File: src/sv/lru_key_value_cache_defines.svh
// Assertion macros shared by the LRU key-value cache RTL.
`ifndef LRU_KEY_VALUE_CACHE_DEFINES_SVH
`define LRU_KEY_VALUE_CACHE_DEFINES_SVH

`ifndef SYNTHESIS
// Invariant checked at every rising clock edge outside reset.
`define LKV_ASSERT_ALWAYS(lbl, clk, rstn, prop, msg) \
  lbl: assert property (@(posedge clk) disable iff (!rstn) (prop)) else $error(msg);
// Property checked in the cycle after a trigger.
`define LKV_ASSERT_NEXT(lbl, clk, rstn, trig, prop, msg) \
  lbl: assert property (@(posedge clk) disable iff (!rstn) (trig) |=> (prop)) else $error(msg);
`else
`define LKV_ASSERT_ALWAYS(lbl, clk, rstn, prop, msg)
`define LKV_ASSERT_NEXT(lbl, clk, rstn, trig, prop, msg)
`endif

`endif

File: src/sv/lru_kv_pkg.sv
// Shared constants, types and codes for the LRU key-value cache.
`timescale 1ns / 1ps
`default_nettype none
package lru_kv_pkg;

  localparam int MAX_ENTRIES = 16;
  localparam int IDX_W  = (MAX_ENTRIES > 1) ? $clog2(MAX_ENTRIES) : 1;
  localparam int RANK_W = IDX_W;
  localparam int CNT_W  = $clog2(MAX_ENTRIES + 1);
  localparam int CAP_W  = 5;
  localparam int KEY_W  = 32;
  localparam int VAL_W  = 32;
  localparam logic [CAP_W-1:0] CAP_RESET = 5'd16;

  typedef enum logic {
    OP_GET = 1'b0,
    OP_PUT = 1'b1
  } op_t;

  typedef logic [KEY_W-1:0]       key_t;
  typedef logic [VAL_W-1:0]       val_t;
  typedef logic [IDX_W-1:0]       idx_t;
  typedef logic [RANK_W-1:0]      rank_t;
  typedef logic [CNT_W-1:0]       cnt_t;
  typedef logic [MAX_ENTRIES-1:0] vld_t;
  typedef key_t  [MAX_ENTRIES-1:0] key_arr_t;
  typedef val_t  [MAX_ENTRIES-1:0] val_arr_t;
  typedef rank_t [MAX_ENTRIES-1:0] rank_arr_t;

  // Read value returned by a get that misses
  localparam val_t READ_MISS = '1;

  // Search results handed from the lookup to the update logic
  typedef struct packed {
    logic hit;
    idx_t hit_idx;
    idx_t victim_idx;
    idx_t free_idx;
  } lookup_t;

endpackage
`default_nettype wire

File: src/sv/lru_key_value_cache.sv
// Top level of the fully associative LRU key-value cache.
//
//  channel | dir | handshake              | payload
//  --------+-----+------------------------+------------------------------------
//  in_     | in  | in_tvalid / in_tready  | tdata: key, value; tuser: op
//  out_    | out | out_tvalid / out_tready| tdata: read_value; tuser: found
//  cfg_    | in  | cfg_wr_en              | cfg_wr_data: capacity
//
// One beat per cycle sustained while out_tready is high; a taken beat goes through
// the input register, then match and update, into the result register.
// The store state is updated in the same cycle the result register loads, so
// back-to-back beats see each other's effects.
// Reset (synchronous, rst_n low) and any capacity write empty the store.
// A stalled result register holds its beat; in_tready drops only while both
// stages are full and out_tready is low.
`timescale 1ns / 1ps
`default_nettype none
`include "lru_key_value_cache_defines.svh"
module lru_key_value_cache (
  input  wire        clk,
  input  wire        rst_n,
  // cfg
  input  wire        cfg_wr_en,
  input  wire [4:0]  cfg_wr_data,   // capacity
  // input stream
  input  wire        in_tvalid,
  output logic       in_tready,
  input  wire [63:0] in_tdata,      // [31:0] key, [63:32] value
  input  wire        in_tuser,      // [0] op
  // result stream
  output logic       out_tvalid,
  input  wire        out_tready,
  output logic [31:0] out_tdata,    // [31:0] read_value
  output logic       out_tuser      // [0] found
);
  import lru_kv_pkg::*;

  // input register
  logic s1_vld_r;
  op_t  s1_op_r;
  key_t s1_key_r;
  val_t s1_val_r;

  // result register
  logic out_vld_r;
  logic out_found_r;
  val_t out_data_r;

  // store
  logic [CAP_W-1:0] capacity_r;
  key_arr_t  keys_r,  keys_nxt;
  val_arr_t  vals_r,  vals_nxt;
  vld_t      valid_r, valid_nxt;
  rank_arr_t rank_r,  rank_nxt;
  cnt_t      count_r, count_nxt;

  lookup_t lk;
  logic    advance;
  logic    in_fire;
  logic    is_put;
  logic    evict;
  logic    touch;
  idx_t    tgt_idx;
  rank_t   hit_rank;
  val_t    hit_val;
  cnt_t    live_cap;
  logic    res_found;
  val_t    res_data;

  // handshakes
  assign advance   = s1_vld_r && (!out_vld_r || out_tready);
  assign in_tready = !s1_vld_r || advance;
  assign in_fire   = in_tvalid && in_tready;

  assign out_tvalid = out_vld_r;
  assign out_tdata  = out_data_r;
  assign out_tuser  = out_found_r;

  lru_kv_lookup u_lookup (
    .keys_i  (keys_r),
    .valid_i (valid_r),
    .ranks_i (rank_r),
    .count_i (count_r),
    .key_i   (s1_key_r),
    .lk_o    (lk)
  );

  // capacity zero acts as one, large values saturate
  always_comb begin
    if (capacity_r == '0) begin
      live_cap = cnt_t'(1);
    end else if (32'(capacity_r) > MAX_ENTRIES) begin
      live_cap = cnt_t'(MAX_ENTRIES);
    end else begin
      live_cap = cnt_t'(capacity_r);
    end
  end

  // slot selection and result
  always_comb begin
    is_put   = (s1_op_r == OP_PUT);
    evict    = (count_r >= live_cap);
    hit_rank = rank_r[lk.hit_idx];
    hit_val  = vals_r[lk.hit_idx];
    if (lk.hit) begin
      tgt_idx = lk.hit_idx;
    end else if (evict) begin
      tgt_idx = lk.victim_idx;
    end else begin
      tgt_idx = lk.free_idx;
    end
    touch     = advance && (lk.hit || is_put);
    res_found = lk.hit;
    if (is_put) begin
      res_data = '0;
    end else if (lk.hit) begin
      res_data = hit_val;
    end else begin
      res_data = READ_MISS;
    end
  end

  // store next state: target goes most recent, younger entries age by one
  always_comb begin
    keys_nxt  = keys_r;
    vals_nxt  = vals_r;
    valid_nxt = valid_r;
    rank_nxt  = rank_r;
    count_nxt = count_r;
    if (touch) begin
      for (int i = 0; i < MAX_ENTRIES; i++) begin
        if (idx_t'(i) == tgt_idx) begin
          rank_nxt[i]  = '0;
          valid_nxt[i] = 1'b1;
        end else if (valid_r[i] && (!lk.hit || (rank_r[i] < hit_rank))) begin
          rank_nxt[i] = rank_r[i] + rank_t'(1);
        end
      end
      if (is_put) begin
        keys_nxt[tgt_idx] = s1_key_r;
        vals_nxt[tgt_idx] = s1_val_r;
      end
      // an eviction frees and refills one slot, count unchanged
      if (is_put && !lk.hit && !evict) begin
        count_nxt = count_r + cnt_t'(1);
      end
    end
  end

  // control state
  always_ff @(posedge clk) begin
    if (!rst_n) begin
      s1_vld_r   <= 1'b0;
      out_vld_r  <= 1'b0;
      capacity_r <= CAP_RESET;
      valid_r    <= '0;
      rank_r     <= '0;
      count_r    <= '0;
    end else begin
      if (in_fire) begin
        s1_vld_r <= 1'b1;
      end else if (advance) begin
        s1_vld_r <= 1'b0;
      end
      if (advance) begin
        out_vld_r <= 1'b1;
      end else if (out_tready) begin
        out_vld_r <= 1'b0;
      end
      if (cfg_wr_en) begin
        capacity_r <= cfg_wr_data;
        valid_r    <= '0;
        rank_r     <= '0;
        count_r    <= '0;
      end else begin
        valid_r <= valid_nxt;
        rank_r  <= rank_nxt;
        count_r <= count_nxt;
      end
    end
  end

  // payload
  always_ff @(posedge clk) begin
    keys_r <= keys_nxt;
    vals_r <= vals_nxt;
    if (in_fire) begin
      s1_op_r  <= op_t'(in_tuser);
      s1_key_r <= in_tdata[KEY_W-1:0];
      s1_val_r <= in_tdata[KEY_W+VAL_W-1:KEY_W];
    end
    if (advance) begin
      out_found_r <= res_found;
      out_data_r  <= res_data;
    end
  end

  // checks
  `LKV_ASSERT_ALWAYS(a_count_matches_valid, clk, rst_n, $countones(valid_r) == 32'(count_r), "entry count disagrees with valid bits")
  `LKV_ASSERT_NEXT(a_cfg_clears, clk, rst_n, cfg_wr_en, (count_r == '0) && (valid_r == '0), "capacity write did not clear the store")
  `LKV_ASSERT_NEXT(a_evict_keeps_count, clk, rst_n, advance && !cfg_wr_en && is_put && !lk.hit && evict, count_r == $past(count_r), "eviction changed the entry count")

endmodule
`default_nettype wire

File: src/sv/lru_kv_lookup.sv
// Parallel tag match, LRU victim pick and free slot search.
`timescale 1ns / 1ps
`default_nettype none
module lru_kv_lookup (
  input  wire lru_kv_pkg::key_arr_t  keys_i,
  input  wire lru_kv_pkg::vld_t      valid_i,
  input  wire lru_kv_pkg::rank_arr_t ranks_i,
  input  wire lru_kv_pkg::cnt_t      count_i,
  input  wire lru_kv_pkg::key_t      key_i,
  output lru_kv_pkg::lookup_t        lk_o
);
  import lru_kv_pkg::*;

  always_comb begin
    lk_o = '0;
    // key match, one comparator per entry; highest match wins
    for (int i = 0; i < MAX_ENTRIES; i++) begin
      if (valid_i[i] && (keys_i[i] == key_i)) begin
        lk_o.hit     = 1'b1;
        lk_o.hit_idx = idx_t'(i);
      end
    end
    // least recent entry holds rank count-1
    for (int i = 0; i < MAX_ENTRIES; i++) begin
      if (valid_i[i] && ((32'(ranks_i[i]) + 32'd1) == 32'(count_i))) begin
        lk_o.victim_idx = idx_t'(i);
      end
    end
    // lowest-numbered invalid slot
    for (int i = MAX_ENTRIES - 1; i >= 0; i--) begin
      if (!valid_i[i]) begin
        lk_o.free_idx = idx_t'(i);
      end
    end
  end

endmodule
`default_nettype wire

File: config.mk
export PLATFORM = sky130hd
export DESIGN_NAME = lru_key_value_cache
export DESIGN_NICKNAME = d
export VERILOG_FILES = /design/src/sv/lru_kv_pkg.sv /design/src/sv/lru_key_value_cache.sv /design/src/sv/lru_kv_lookup.sv
export VERILOG_INCLUDE_DIRS = /design/src /design/src/sv
export SDC_FILE = /design/constraint.sdc
export NUM_CORES = 2
export LEC_CHECK = 0
export ABC_AREA = 1
export BUFFER_PORTS_ARGS = -buffer_cell sky130_fd_sc_hd__clkbuf_2
export CAP_MARGIN = 20
export CORE_MARGIN = 3
export CORE_UTILIZATION = 57
export CTS_CLUSTER_DIAMETER = 100
export DETAILED_ROUTE_END_ITERATION = 12
export GPL_ROUTABILITY_DRIVEN = 0
export HOLD_SLACK_MARGIN = 0.03
export PLACE_DENSITY = 0.85
export REMOVE_ABC_BUFFERS = 1
export SLEW_MARGIN = 20
export SYNTH_ARGS = -nofsm -noshare
export SYNTH_HDL_FRONTEND = slang
export SYNTH_SLANG_ARGS = --single-unit
File: constraint.sdc
create_clock -name clk -period 6.15 [get_ports clk]
set_input_delay 0 -clock clk [delete_from_list [all_inputs] [get_ports clk]]
set_output_delay 0 -clock clk [all_outputs]
set_load 0.005 [all_outputs]
==> metrics.md <==
| Metric | Value |
|---|---|
| Asr flop ratio synth | `0` |
| Vias in the first global route | `40,100` |
| DRT Pass-1 Iters | `9` |
| Largest family of logic cells by synthesized area | `simple AND/OR/NAND/NOR gates` |
| Max-slew violation count | `0` |
| DRT antenna net count | `0` |
| Critical Path RT | `6.76 ns` |
| DRT iter0 DRCs | `7,474` |
| Largest net degree at the start of global routing | `205` |
| Post-synth top area share | `0.627` |
| Boundary pin count | `110` |
| Area fraction in compound gates after synthesis | `0.0837` |
| Num CTS Buffers | `116` |
| Cells after DPL | `5,913` |
| Initial antenna violation count | `6` |
| Post-synthesis sequential area ratio | `0.661` |
| Post-synth EDFFs | `1,122` |
| Synth top area cells | `edfxtp_1 (63%), nand2_1 (6.9%), dfxtp_1 (3.4%)` |
| Die area | `98,000 sq um` |
| Adder-Cell Fraction of Synth Area | `0.0163` |
| Starting density of the core | `0.580` |
| Multiplexer area fraction after synthesis | `0` |
| Startpoint types | `register` |
| Synth cell types | `69` |
| Post-Layout Cell Count | `6,275` |
| First-pass GRT wire length | `240 mm` |
| Min-Delay Path Class | `input pin to register` |
| GRT Residual Overflow | `0` |
| Yosys warns | `0` |
| Status | `finished, final reports clean` |
| Min cycle time layout | `6.00 ns` |
| Pwr Density | `276 nW/um^2` |
| Syn Inst Count | `4,655` |
| Wire per inst | `25.9 microns` |
| Horiz. Die Dim | `313 microns` |
| Slew headroom | `0.267` |
| Die Ht | `313 microns` |
| Clk sink count | `1,214` |
| Clock slew at reported path FFs | `0.07 ns` |
| Worst EP arrival | `6.61 ns` |
| Clock buffer depth | `3` |
| Routed wire length | `163 mm` |
| Setup crit end kind | `register` |
| CTS tree | `done` |
| Final Hold Viols | `0` |
| Setup TNS | `0 ns` |
| Synthesized area | `53,700 sq um` |
| Crit path top cell by count | `nand2_1` |
| Most used DFF post-synth | `edfxtp_1` |
| Filler cells | `6,103` |
| Vias | `40,900` |
| Post-Synth Simple-Gate Area | `0.163` |
| Crit path max fanout | `53` |
| Worst skew pair latency | `0.71 ns` |
| Total core area | `92,600 sq um` |
| Post-DP HPWL | `91.0 mm` |
| Unrepaired setup endpoints after global routing | `false` |
| Via density | `6.51` |
| Layout cell share with drive strength beyond 1 | `0.118` |
| XOR/XNOR share of the synthesized area | `0.0357` |
| FP Rows | `111` |
| Fmax | `0.167 GHz` |
| VDD IR max | `0.261 mV` |
| CTS root buf | `clkbuf_16` |
| Slowest-stage cell, CP | `edfxtp_1` |
| DRC violations left | `0` |
| Port Buffers | `109` |
| Max cap viols | `0` |
| Lkg Pwr | `21.9 nW` |
| Crit path kind | `register to register` |
| Layout area overhead | `13.8%` |
| Worst-Margin Slew | `1.10 ns` |
| Total GRT Usage | `0.324` |
| Synth area leader | `edfxtp_1` |
| Fraction of the cycle the final worst path needs | `0.976` |
| Max stage delay on crit path | `0.80 ns` |
| Layout Nets | `5,081` |
| Skew final | `0.0258 ns` |
| H-tree level count | `3` |
| Synth Area per Inst | `11.5 sq um` |
| # setup viols final | `0` |
| #FFs+latches synth | `1,214` |
## metal layers
layer | vias to the layer above | share of wire | track usage
li1 | 17300 | - | -
met1 | 19000 | 0.33 | 0.417
met2 | 3708 | 0.44 | 0.494
met3 | 835 | 0.16 | 0.0887
met4 | 4 | 0.066 | 0.194
met5 | - | 0.00017 | 0
## per-stage QoR
stage / hold slack [ns] / power, mW / setup slack [ns] / utilization / cell area, sq um
final: 0.0579 / 16.9 / 0.146 / 0.660 / 61100
after detailed placement: 0.179 / 10.0 / 0.418 / 0.605 / 56100
after floorplan: 0.0989 / 9.67 / -3.52 / - / 52600
after global placement: 0.177 / 10.0 / 0.589 / 0.605 / 56100
after global routing: 0.0398 / 17.2 / 0.0134 / 0.660 / 61100
after CTS: 0.0350 / 16.8 / 0.329 / 0.659 / 61100
## layout make-up
cell class	count	area, sq um	share of cell area
inverter	264	1020	0.0167
antenna	3	7.51	0.000123
clock inverter	59	510	0.00835
clock buffer	152	3080	0.0504
multi-input combinational	2964	16200	0.265
timing repair buffer	376	3220	0.0527
tap	1243	1560	0.0254
sequential	1214	35500	0.581
## path summary, 6_finish.rpt
path,start,endpoint,slack [ns],cells past startpoint
setup reg to reg,s1_key_r[26],rank_r[60],0.15,38
hold reg to reg,rank_r[15],rank_r[15],0.53,2
setup / recovery,s1_key_r[26],rank_r[60],0.15,38
hold / removal,in_tdata[56],s1_val_r[24],0.06,2
## repair_timing
action / 4_1_cts / 5_1_grt
hold buffers: 142 / 0
setup buffers: 0 / 6
endpoints found under the hold margin: 97 / 0
gates resized for setup: 0 / 2
endpoints found under the setup margin: 0 / 58
## where the power goes
| part | leakage [nW] | switching (mW) | total (mW) | internal [mW] |
|---|---|---|---|---|
| sequential | 10.9 | 0.0910 | 9.19 | 9.10 |
| clock | 1.74 | 3.12 | 6.90 | 3.78 |
| combinational | 9.25 | 0.556 | 0.805 | 0.249 |
| total | 21.9 | 3.77 | 16.9 | 13.1 |
## placed cells by master, fill, tap and decap left out, drive strengths merged, types with 8 or more instances in the layout
cell,n
a2111oi,14
a211oi,26
a21o,25
a21oi,205
a221oi,20
a22o,25
buf,125
clkbuf,261
clkinv,46
clkinvlp,8
dfxtp,92
dlygate4sd3,142
edfxtp,1122
ha,70
inv,263
nand2,1024
nand3,348
nand4,105
nor2,312
nor3,42
nor4,43
o2111ai,13
o21ai,228
o221ai,53
o22ai,83
or2,55
or4,10
xnor2,94
xor2,125
## worst max-delay path, delay by kind of cell, from the launching register on
| kind | cells | cell delay (ns) |
|---|---|---|
| compound gates | 1 | 0.18 |
| simple gates | 31 | 3.34 |
| xor+xnor | 1 | 0.16 |
| buf+inv | 4 | 1.09 |
| flops | 1 | 0.80 |
| fa+ha+maj | 1 | 0.27 |
## synthesized netlist by cell type, drive strengths merged, types with 2 or more instances
library cell	n
ha	70
nand3	348
nand4	105
o21a	2
a22o	25
a2111oi	14
nor2	312
a21o	25
nand2	1024
o21ai	228
nor3	42
a211oi	26
a221oi	20
xnor2	94
o221ai	53
clkbuf	88
xor2	125
o32ai	7
nor4b	2
a21oi	205
o2111ai	13
o211ai	3
or2	55
or4	10
and2	7
o21ba	7
a31oi	2
clkinv	5
edfxtp	1122
nor3b	2
nor4	43
o22ai	83
a211o	2
a21boi	4
dfxtp	92
buf	125
inv	259
## state kept, by name (all words and copies together) (netlist names)
register,cells
keys_r,512
rank_r,64
out_tvalid,1
is_put,1
out_tuser,1
s1_key_r,32
count_r,5
vals_r,512
out_tdata,32
s1_val_r,32
valid_r,16
s1_vld_r,1
capacity_r,5
## kinds of logic (layout without fill, tap and decap cells)
family | after synthesis | after routing
and+or+nand+nor | 1951 | 1951
buffers and inverters | 477 | 851
other | 0 | 3
xor gates and xnor gates | 219 | 219
DFF | 1214 | 1214
adders and majority gates | 70 | 70
AOI/OAI and AO/OA | 724 | 724
Note: power is estimated with default switching activity, not from simulation.
